===== config.mk =====
export PLATFORM = sky130hd
export DESIGN_NAME = srkm_run_table
export DESIGN_NICKNAME = d
export VERILOG_FILES = /design/src/hw/rtl/srkm_pkg.sv /design/src/hw/rtl/srkm_run_table.sv
export SDC_FILE = /design/constraint.sdc
export NUM_CORES = 1
export LEC_CHECK = 0
export ABC_AREA = 1
export BUFFER_PORTS_ARGS = -buffer_cell sky130_fd_sc_hd__clkbuf_2
export CAP_MARGIN = 20
export CELL_PAD_IN_SITES_DETAIL_PLACEMENT = 0
export CELL_PAD_IN_SITES_GLOBAL_PLACEMENT = 1
export CORE_ASPECT_RATIO = 1.25
export CORE_UTILIZATION = 42
export DETAILED_ROUTE_END_ITERATION = 10
export GPL_TIMING_DRIVEN = 0
export PLACE_DENSITY_LB_ADDON = 0.08
export SYNTH_ARGS = -nofsm -noshare
export SYNTH_HDL_FRONTEND = slang
export SYNTH_SLANG_ARGS = --single-unit

===== constraint.sdc =====
create_clock -name clk_i -period 1.8 [get_ports clk_i]
set_input_delay 0.09 -clock clk_i [delete_from_list [all_inputs] [get_ports clk_i]]
set_output_delay 0.09 -clock clk_i [all_outputs]
set_load 0.01 [all_outputs]

===== src/hw/rtl/srkm_pkg.sv =====
// Shared constants, types and codes of the sorted-run k-way merge block.
// No dependencies.
package srkm_pkg;

  localparam int NUM_RUNS  = 8;
  localparam int RUN_DEPTH = 1024;

  localparam int RUN_W   = $clog2(NUM_RUNS);
  localparam int POS_W   = $clog2(RUN_DEPTH + 1);
  localparam int ADDR_W  = $clog2(NUM_RUNS * RUN_DEPTH);
  localparam int STORE_DEPTH = NUM_RUNS * RUN_DEPTH;

  localparam int HALF_W   = 64;
  localparam int KEY_W    = 2 * HALF_W;
  localparam int RUN_ID_W = 3;
  localparam int CMD_W    = 2;
  localparam int STATUS_W = 3;

  localparam int IN_TDATA_W  = ((RUN_ID_W + KEY_W + 7) / 8) * 8;
  localparam int OUT_TDATA_W = ((KEY_W + RUN_ID_W + 7) / 8) * 8;

  localparam logic [CMD_W-1:0] CMD_APPEND = 2'd0;
  localparam logic [CMD_W-1:0] CMD_POP    = 2'd1;
  localparam logic [CMD_W-1:0] CMD_CLEAR  = 2'd2;

  localparam logic [STATUS_W-1:0] ST_APPENDED = 3'd0;
  localparam logic [STATUS_W-1:0] ST_POPPED   = 3'd1;
  localparam logic [STATUS_W-1:0] ST_EMPTY    = 3'd2;
  localparam logic [STATUS_W-1:0] ST_FULL     = 3'd3;
  localparam logic [STATUS_W-1:0] ST_CLEARED  = 3'd4;

  typedef logic [RUN_W-1:0]  run_idx_t;
  typedef logic [POS_W-1:0]  pos_t;
  typedef logic [ADDR_W-1:0] addr_t;
  typedef logic [KEY_W-1:0]  key_t;

  // Access to the run bookkeeping table: one entry selected per cycle.
  typedef struct packed {
    logic     clear;
    logic     fill_inc;
    logic     pos_inc;
    run_idx_t idx;
  } run_tbl_op_t;

endpackage


===== src/hw/rtl/srkm_run_table.sv =====
// Per-run fill counts and read positions of the merge block.
// Depends on srkm_pkg.
module srkm_run_table (
  input  logic                  clk_i,
  input  logic                  rst_ni,
  input  srkm_pkg::run_tbl_op_t op_i,
  output srkm_pkg::pos_t        fill_o,
  output srkm_pkg::pos_t        pos_o
);

  srkm_pkg::pos_t fill_q [srkm_pkg::NUM_RUNS];
  srkm_pkg::pos_t pos_q  [srkm_pkg::NUM_RUNS];

  always_ff @(posedge clk_i or negedge rst_ni) begin
    if (!rst_ni) begin
      for (int i = 0; i < srkm_pkg::NUM_RUNS; i++) begin
        fill_q[i] <= '0;
        pos_q[i]  <= '0;
      end
    end else if (op_i.clear) begin
      for (int i = 0; i < srkm_pkg::NUM_RUNS; i++) begin
        fill_q[i] <= '0;
        pos_q[i]  <= '0;
      end
    end else begin
      if (op_i.fill_inc) begin
        fill_q[op_i.idx] <= fill_q[op_i.idx] + 1'b1;
      end
      if (op_i.pos_inc) begin
        pos_q[op_i.idx] <= pos_q[op_i.idx] + 1'b1;
      end
    end
  end

  assign fill_o = fill_q[op_i.idx];
  assign pos_o  = pos_q[op_i.idx];

endmodule


== After elaboration in Yosys (flattened, before gate mapping) ==
Index checks and enable logic that the tools add are counted.

* Flip-flop bits (word level): 176
* Input bits: 8
* Output and inout port bits: 22
* Logic and storage cells: 38

* $add $sub $neg: 2
* Order comparisons: 2
* Mux-type cells: 14
* Bitwise logic cells: 1
* Reductions and logical operators: 3

{| class="wikitable"
|+ Operators with widths
! cell !! count
|-
| $mux 88 || 4
|-
| $bwmux 88 || 2
|-
| $bmux 11 s3 || 2
|-
| $mux 11 || 5
|-
| $demux 11 s3 || 1
|-
| $add 11x1->11 const B || 2
|-
| $ge 4x4->1 const B || 1
|-
| $lt 4x1->1 const B || 1
|-
| $not 3->4 || 1
|-
| $reduce_bool 2->1 || 2
|-
| $logic_and 1x1->1 || 1
|}

== Logic depth before layout (Yosys ltp) ==
Gate-level depths: netlist of run 1.

* Word-level depth: 8
* Depth in mapped cells: 18
* Gate-level depth less buffers: 14

== Worst setup path before layout of run 1 ==
OpenSTA, ideal clock, no wires.

* Kind: input to register
* Start point: in op_i[0] (netlist bit)
* End point: reg pos_q[10] (netlist bit)
* Library setup time: 117 ps
* Arrival: 2047 ps
* Required time: 1683 ps
* Slack: -363 ps
* Stages on the path: 17
* Buffers on the path: 4
* Path through: buf_6 inv_4 buf_6 buf_6 nand2_2 o21ai_0 nor2_2 nand2_1 buf_2 ha_1 nand2_1 nor2_1 nand3_1 nand2_1 nand2_2 nand2_1 nand2_1

* Longest elaborated chain between the ends: 8
* Elaborated cells on any way between the ends: 13
* Classes of those cells: 1 x add/sub; 2 x order compare; 8 x mux; 1 x bitwise; 1 x reduce/logical

{| class="wikitable"
|+ RTL lines
! item !! RTL line !! RTL
|-
| start, declared || srkm_run_table.sv:6 || <nowiki>input srkm_pkg::run_tbl_op_t op_i,</nowiki>
|-
| $not 3->4 || n/a ||
|-
| $bmux 11 s3 || n/a ||
|-
| $mux 11 (2 in series) || n/a ||
|-
| named net pos_o[0] || srkm_run_table.sv:8 || <nowiki>output srkm_pkg::pos_t pos_o</nowiki>
|-
| $add 11x1->11 || srkm_run_table.sv:30 || <nowiki>pos_q[op_i.idx] <= pos_q[op_i.idx] + 1'b1;</nowiki>
|-
| $bwmux 88 || srkm_run_table.sv:30 ||
|-
| $mux 88 || srkm_run_table.sv:29 || <nowiki>if (op_i.pos_inc) begin</nowiki>
|-
| $mux 88 || srkm_run_table.sv:20 || <nowiki>end else if (op_i.clear) begin</nowiki>
|-
| end signal, assigned by index || srkm_run_table.sv:30 ||
|-
| end, declared || srkm_run_table.sv:12 || <nowiki>srkm_pkg::pos_t pos_q [srkm_pkg::NUM_RUNS];</nowiki>
|}

The timed path passes the listed nets, and every way through them passes these cells. The select of a mux whose other input is x is not followed.
A chain may end at the register's enable or synchronous reset.

== Worst setup path after layout of run 1 ==
* Start point: reg pos_q[44] (netlist bit)
* End point: reg pos_q[32] (netlist bit)

* Longest elaborated chain between the ends: 7

{| class="wikitable"
|+ RTL lines
! item !! RTL line
|-
| $bmux 11 s3 || srkm_run_table.sv:30
|-
| $mux 11 (not written as such) (2 in series) || srkm_run_table.sv:30
|-
| $add 11x1->11 || srkm_run_table.sv:30
|-
| $bwmux 88 || srkm_run_table.sv:30
|-
| $mux 88 || srkm_run_table.sv:29
|-
| $mux 88 || srkm_run_table.sv:20
|}

No other way between the ends. The select of a mux whose other input is x is not followed.

==> results.md, run 1 <==
* Pwr Total at 8.592 mW
* Inst Count DP at 1500
* Mean routed wirelength per cell at 19.29 um
* Synth top area cells: dfrtp_1 50%, nand2_1 23%, o21ai_0 6.3%, inv_1 4.3%, nand3_1 3.4%
* Synthesized area at 0.008871 mm2
* Die height at 164.5 um
* Detailed Route WL at 30170 um
* CTS Buf Count at 17
* FP Rows at 59
* Io pins at 30
* Ant. Diodes at 0
* RSZ-0062 raised after global routing: yes
* Synth area leader: dfrtp_1
* Clock Tree Root: clkbuf_16
* First-pass GRT wire length at 46940 um
* Net count, final at 1288
* Synth cell types at 30
* Hold Path Class: input pin to register
* DRT iter0 DRCs at 702
* WP data arrival at 2.18 ns
* Maximum VDD drop at 0.6363 mV
* Worst-skew pair later-pin latency at 0.43 ns
* Filler Cells Inserted at 2107
* Post-DP HPWL at 20850 um
* Dpl ws at -0.7934 ns
* Register area share after synthesis at 49.65%
* Area of the multi-input gates at 0.004532 mm2
* Crit Path Class: register to register
* Final setup vio count at 7
* Share of layout cells above drive strength 1 at 21.71%
* Initial antenna violation count at 0
* Full die area at 0.02171 mm2
* Max Freq at 0.5531 GHz
* Share of the synthesized area in the top cell type at 49.65%
* Synth warn at 0
* Largest net degree at the start of global routing at 94
* Cell count after synthesis at 1199
* Leakage at 5.374 nW
* Core box area at 0.02074 mm2
* Syn nets at 1209
* Clock buffer depth at 2
* Vias at 8218
* Final Core Density at 52.97%
* Clock Pin Slew Worst Setup and Hold Paths at 0.07 ns
* Register Area at 0.004404 mm2
* CP Launch Type: register
* GR Overflow Total at 0
* Worst Tran Pin Value at 0.7802 ns
* Seq cells post-synth at 176
* Number of global-route vias before repair at 7931
* CP required at 2.17 ns
* DRT antenna net count at 0
* Slew HR at 47.99%
* CTS tree: yes
* Crit end category: register
* Total GRT Usage at 29.15%
* Max-slew violations at 0
* Minimum clock period at 1.808 ns
* Global placement routability congestion at 0.8375
* Final hold vios at 0
* Avg Inst Size Synth at 7.399 um2
* Die Wd at 132.0 um
* Max Cap Viol at 0
* Initial Utilization at 42.76%
* Final worst-path cycle share at 100.5%
* Drt first pass iters at 6
* Clk sinks at 176
* Power per cell area at 781.9 mW/mm2
* H-tree lvl count at 4
* Post-route DRC at 0
* Violated checks: negative setup slack
* Via-per-instance ratio at 5.254
* Non-Filler Instances at 1564
* Buffers on Ports at 26
* Setup ws final at -0.008111 ns
* Area grow syn2layout at 23.86%
* Setup Skew at 0.01344 ns
* CP max FO at 8
* Run status: finished, violations left
[metal layers]
| metal | part of all wire, % | routed length [um] | global-route usage [%] |
|---|---|---|---|
| met1 | 42 | 12790 | 36.47 |
| met3 | 3.0 | 913 | 3.039 |
| met2 | 53 | 15930 | 53.63 |
| met5 | 0 | 0 | 0 |
| met4 | 1.8 | 539 | 7.505 |
[final cells by class]
cell class	instances	area share [%]
multi-input cells	874	41.24
flip-flops and latches	176	40.08
repair buffers	62	4.225
clock buffers	19	4.031
inverters	113	3.929
well taps	274	3.120
plain buffers	34	2.164
clock inverters	12	1.207
[power breakdown]
part	switching, mW	internal, mW
sequential	0.0133	3.99
combinational	0.653	0.223
clock	1.63	2.08
[synthesized netlist by cell type]
master / count
buf_4: 4
buf_6: 6
nand2_1: 555
a21oi_4: 1
dfrtp_1: 176
nand4_2: 2
a21oi_2: 1
nor2_1: 30
nor2_2: 5
clkbuf_1: 5
xor2_1: 2
buf_2: 19
nand3_1: 60
xnor2_1: 2
nand3_2: 1
inv_4: 1
o21ai_1: 21
inv_1: 101
nor2_4: 1
nor3_1: 14
nand4_1: 6
nand2_2: 12
o21ai_0: 112
or2_2: 2
clkinv_1: 8
xor2_2: 2
ha_1: 2
buf_1: 2
o22ai_1: 43
inv_2: 3
[final timing paths]
path                                  startpoint                     end  slack (ns)  cells past startpoint
max                        pos_q[44]$_DFFE_PN0P_   pos_q[32]$_DFFE_PN0P_      -0.008                     13
max in group asynchronous                 rst_ni   pos_q[27]$_DFFE_PN0P_        0.65                      3
min in group asynchronous                 rst_ni  fill_q[60]$_DFFE_PN0P_        0.23                      2
max reg2reg                pos_q[44]$_DFFE_PN0P_   pos_q[32]$_DFFE_PN0P_      -0.008                     13
min reg2reg                pos_q[10]$_DFFE_PN0P_   pos_q[10]$_DFFE_PN0P_        0.47                      2
min                                      op_i[5]   pos_q[65]$_DFFE_PN0P_        0.08                      4
[registers in the layout, summed over array words and instances, names as in the netlist]
name and cells:
fill_q 88, pos_q 88
[cells by family (layout without fill, tap and decap cells)]
family	count (synthesis)	count (layout)	synth area share, %
simple gates	688	688	31.21
buf+inv	149	240	7.278
fa+ha+maj	2	2	0.2820
xor+xnor	6	6	0.7617
compound gates	178	178	10.82
flops	176	176	49.65
[repair_timing]
action | in CTS | in global routing
resized for setup | 101 | 122
hold buffers | 1 | 0
endpoints found under the hold margin | 83 | 0
pin swaps | 20 | 45
gates cloned | 0 | 0
setup buffers | 22 | 13
setup endpoints to repair | 147 | 150
[layout by cell type (no fill, tap or decap), types with 4 or more instances in the layout]
| cell | n |
|---|---|
| buf_6 | 9 |
| o22ai_1 | 40 |
| inv_2 | 13 |
| nand4_1 | 6 |
| nand2_4 | 23 |
| nand2_1 | 501 |
| nor3_2 | 8 |
| inv_1 | 95 |
| clkbuf_2 | 26 |
| nor2_2 | 4 |
| nand2_2 | 42 |
| nor2_1 | 21 |
| buf_4 | 35 |
| xor2_4 | 4 |
| buf_2 | 15 |
| o21ai_1 | 65 |
| clkbuf_16 | 17 |
| o21ai_2 | 20 |
| nand3_1 | 49 |
| dfrtp_1 | 176 |
| clkbuf_1 | 5 |
| nand3_2 | 10 |
| o21ai_0 | 45 |
| nor2_4 | 11 |
| nor3_1 | 6 |
| clkinv_2 | 7 |
[per-stage QoR]
| stage | hold slack, ns | setup TNS (ns) | instance area (um2) |
|---|---|---|---|
| 2_1_floorplan | -0.2056 | -1.452 | 9006 |
| 3_3_place_gp | 0.4566 | -594.60 | 9479 |
| 3_5_place_dp | 0.1797 | -96.19 | 9515 |
| 4_1_cts | 0.07498 | -1.648 | 10590 |
| 5_1_grt | 0.09691 | -2.593 | 10990 |
| 6_report | 0.08335 | -0.02210 | 10990 |
[critical path, stage by stage (launching register included)]
cell	delay (ns)
dfrtp_1	0.37
nand2_1	0.07
o21ai_2	0.07
nand2_1	0.05
nand2_1	0.08
nand2_2	0.08
nand2_4	0.10
ha_4	0.17
nand2_4	0.06
nor2_4	0.19
nand4_1	0.19
nand2_4	0.19
nand2_1	0.07
nand2_1	0.07
No activity file was read; power rests on OpenSTA's default activity.
==> run 2: changes to the inputs <==
--- a/config.mk
+++ b/config.mk
@@ -10,7 +10,7 @@
 export CAP_MARGIN = 20
 export CELL_PAD_IN_SITES_DETAIL_PLACEMENT = 0
 export CELL_PAD_IN_SITES_GLOBAL_PLACEMENT = 1
-export CORE_ASPECT_RATIO = 1.25
+export CORE_ASPECT_RATIO = 0.5
 export CORE_UTILIZATION = 42
 export DETAILED_ROUTE_END_ITERATION = 10
 export GPL_TIMING_DRIVEN = 0
==> results.md, run 2 (synthesized netlist as in run 1, its figures left out) <==
* Maximum VDD drop at 0.4817 mV (was 0.6363 mV)
* Clock buffer depth at 2 (unchanged)
* Final worst-path cycle share at 100.6% (was 100.5%)
* Hold Path Class: input pin to register (unchanged)
* Biggest regs: fill_q: 88 flops, pos_q: 88 flops (unchanged)
* Final setup vio count at 3 (was 7)
* Worst Tran Pin Value at 0.9387 ns (was 0.7802 ns)
* CP max FO at 10 (was 8)
* Slew HR at 37.42% (was 47.99%)
* Worst-skew pair later-pin latency at 0.45 ns (was 0.43 ns)
* Largest net degree at the start of global routing at 97 (was 94)
* Worst Path Buf+Inv at 4 (was 0)
* DRT iter0 DRCs at 726 (was 702)
* Setup Skew at 0.009039 ns (was 0.01344 ns)
* Max Freq at 0.5525 GHz (was 0.5531 GHz)
* Minimum clock period at 1.810 ns (was 1.808 ns)
* Crit end category: register (unchanged)
* Clock Pin Slew Worst Setup and Hold Paths at 0.07 ns (about the same)
* Post-DP HPWL at 21330 um (was 20850 um)
* Initial Utilization at 43.06% (was 42.76%)
* DRT antenna net count at 0 (unchanged)
* CTS Buf Count at 17 (unchanged)
* Initial antenna violation count at 0 (unchanged)
* Area grow syn2layout at 22.89% (was 23.86%)
* Run status: finished, violations left (unchanged)
* Final Cell Area at 0.01090 mm2 (was 0.01099 mm2)
* CTS tree: yes (unchanged)
* WP data arrival at 2.12 ns (was 2.18 ns)
* Io pins at 30 (unchanged)
* Ant. Diodes at 0 (unchanged)
* Number of global-route vias before repair at 7898 (was 7931)
* Setup ws final at -0.009919 ns (was -0.008111 ns)
* Net count, final at 1278 (was 1288)
* Mean routed wirelength per cell at 20.03 um (was 19.29 um)
* H-tree lvl count at 4 (unchanged)
* Via-per-instance ratio at 5.380 (was 5.254)
* Clock Tree Root: clkbuf_16 (unchanged)
* Share of layout cells above drive strength 1 at 20.45% (was 21.71%)
* Pwr Total at 8.794 mW (was 8.592 mW)
* Worst-path cell chain: buf_4 > buf_1 > nand2_1 > nand2_4 > inv_2 > nor2_4 > buf_4 > nand3_2 > nand2_4 > o21ai_1 (was nand2_1 > o21ai_2 > nand2_1 > nand2_1 > nand2_2 > nand2_4 > ha_4 > nand2_4 > nor2_4 > nand4_1 > nand2_4 > nand2_1 > nand2_1)
* Die Wd at 207.5 um (was 132.0 um)
* Buffers on Ports at 26 (unchanged)
* Crit Path Class: input pin to register (was register to register)
* Die height at 104.8 um (was 164.5 um)
* Vias at 8360 (was 8218)
* Post-route DRC at 0 (unchanged)
* Full die area at 0.02174 mm2 (was 0.02171 mm2)
* RSZ-0062 raised after global routing: yes (unchanged)
* Detailed Route WL at 31130 um (was 30170 um)
* Post-DP Area at 0.009514 mm2 (was 0.009515 mm2)
* Final hold vios at 0 (unchanged)
* Core box area at 0.02060 mm2 (was 0.02074 mm2)
* Max-slew violations at 0 (unchanged)
* First-pass GRT wire length at 47360 um (was 46940 um)
* Leakage at 5.307 nW (was 5.374 nW)
* GR Overflow Total at 0 (unchanged)
* Critical path's largest stage delay at 0.73 ns (was 0.37 ns)
* CP required at 2.11 ns (was 2.17 ns)
* Most common cell after layout, fill and taps aside: nand2_1 (unchanged)
* Total GRT Usage at 29.60% (was 29.15%)
* Commonest cells after routing, fill and taps aside: 499 x nand2_1, 176 x dfrtp_1, 93 x inv_1 (was 501 x nand2_1, 176 x dfrtp_1, 95 x inv_1)
* Power per cell area at 806.7 mW/mm2 (was 781.9 mW/mm2)
* Max Cap Viol at 0 (unchanged)
* Global placement routability congestion at 0.8482 (was 0.8375)
* FP Rows at 37 (was 59)
* Slowest stage cell on the critical path: buf_1 (was dfrtp_1)
* Drt first pass iters at 5 (was 6)
* Family with the most delay on the worst path: buffers and inverters (was simple AND/OR/NAND/NOR gates)
* CP Launch Type: input pin (was register)
* Violated checks: negative setup slack (unchanged)
* Clk sinks at 176 (unchanged)
[run 2: stage by stage]
step           setup TNS, ns  worst slack, ns  std cells  utilization (%)  hold WS, ns
2_1_floorplan         -1.452         -0.04789       1199                -      -0.2056
3_3_place_gp         -581.54           -2.824       1498            46.01       0.4563
3_5_place_dp          -91.48          -0.8119       1499            46.18       0.2416
4_1_cts              -0.7876         -0.05964       1540            50.92      0.07990
5_1_grt               -4.151          -0.1136       1554            52.92       0.1170
6_report            -0.01546        -0.009919       1554            52.92       0.1112
[run 2: worst register-to-register path, cell delays in order, from the launching register on]
cell,delay [ns]
dfrtp_1,0.36
nand2_1,0.07
o21ai_1,0.08
nand2_1,0.06
nand2_1,0.08
nand2_2,0.07
nand2_4,0.09
ha_4,0.19
nand2_4,0.06
nor2_4,0.16
buf_4,0.14
nand3_2,0.09
nand2_4,0.13
o21ai_1,0.07
[run 2: area by class of cell]
class / count / area [um2]
fill: 2027 / 9699
multi-input combinational: 874 / 4496
sequential: 176 / 4404
clock buffer: 19 / 452.9
inverter: 113 / 430.4
timing repair buffer: 52 / 385.4
tap: 273 / 341.6
buffer: 34 / 230.2
clock inverter: 13 / 161.4
[run 2: power by group]
group | leakage, nW | switching, mW | internal, mW
combinational | 2.56 | 0.670 | 0.202
clock | 0.291 | 1.67 | 2.26
sequential | 2.45 | 0.0128 | 3.99
[run 2: per-layer routing]
layer | GRT usage, % | share of wire, % | vias to the layer above
li1 | - | - | 3961
met1 | 43.31 | 47 | 4066
met2 | 43.72 | 43 | 291
met3 | 6.913 | 8.6 | 42
met4 | 7.942 | 1.9 | 0
met5 | 0 | 0 | -
[run 2: worst paths after layout]
path	from	endpoint	slack [ns]	cells past startpoint
max	op_i[2]	fill_q[30]$_DFFE_PN0P_	-0.01	10
min	op_i[5]	pos_q[65]$_DFFE_PN0P_	0.11	4
max reg2reg	fill_q[44]$_DFFE_PN0P_	fill_q[30]$_DFFE_PN0P_	0.01	13
min reg2reg	pos_q[21]$_DFFE_PN0P_	pos_q[21]$_DFFE_PN0P_	0.48	2
max in group asynchronous	rst_ni	pos_q[29]$_DFFE_PN0P_	0.58	3
min in group asynchronous	rst_ni	fill_q[39]$_DFFE_PN0P_	0.29	2
[run 2: what timing repair did]
item	in CTS	in global routing
pin swaps	21	46
gates resized for setup	84	132
hold buffers	1	0
hold endpoints to repair	95	0
endpoints found under the setup margin	156	155
buffers inserted	8	17
cloned	0	0
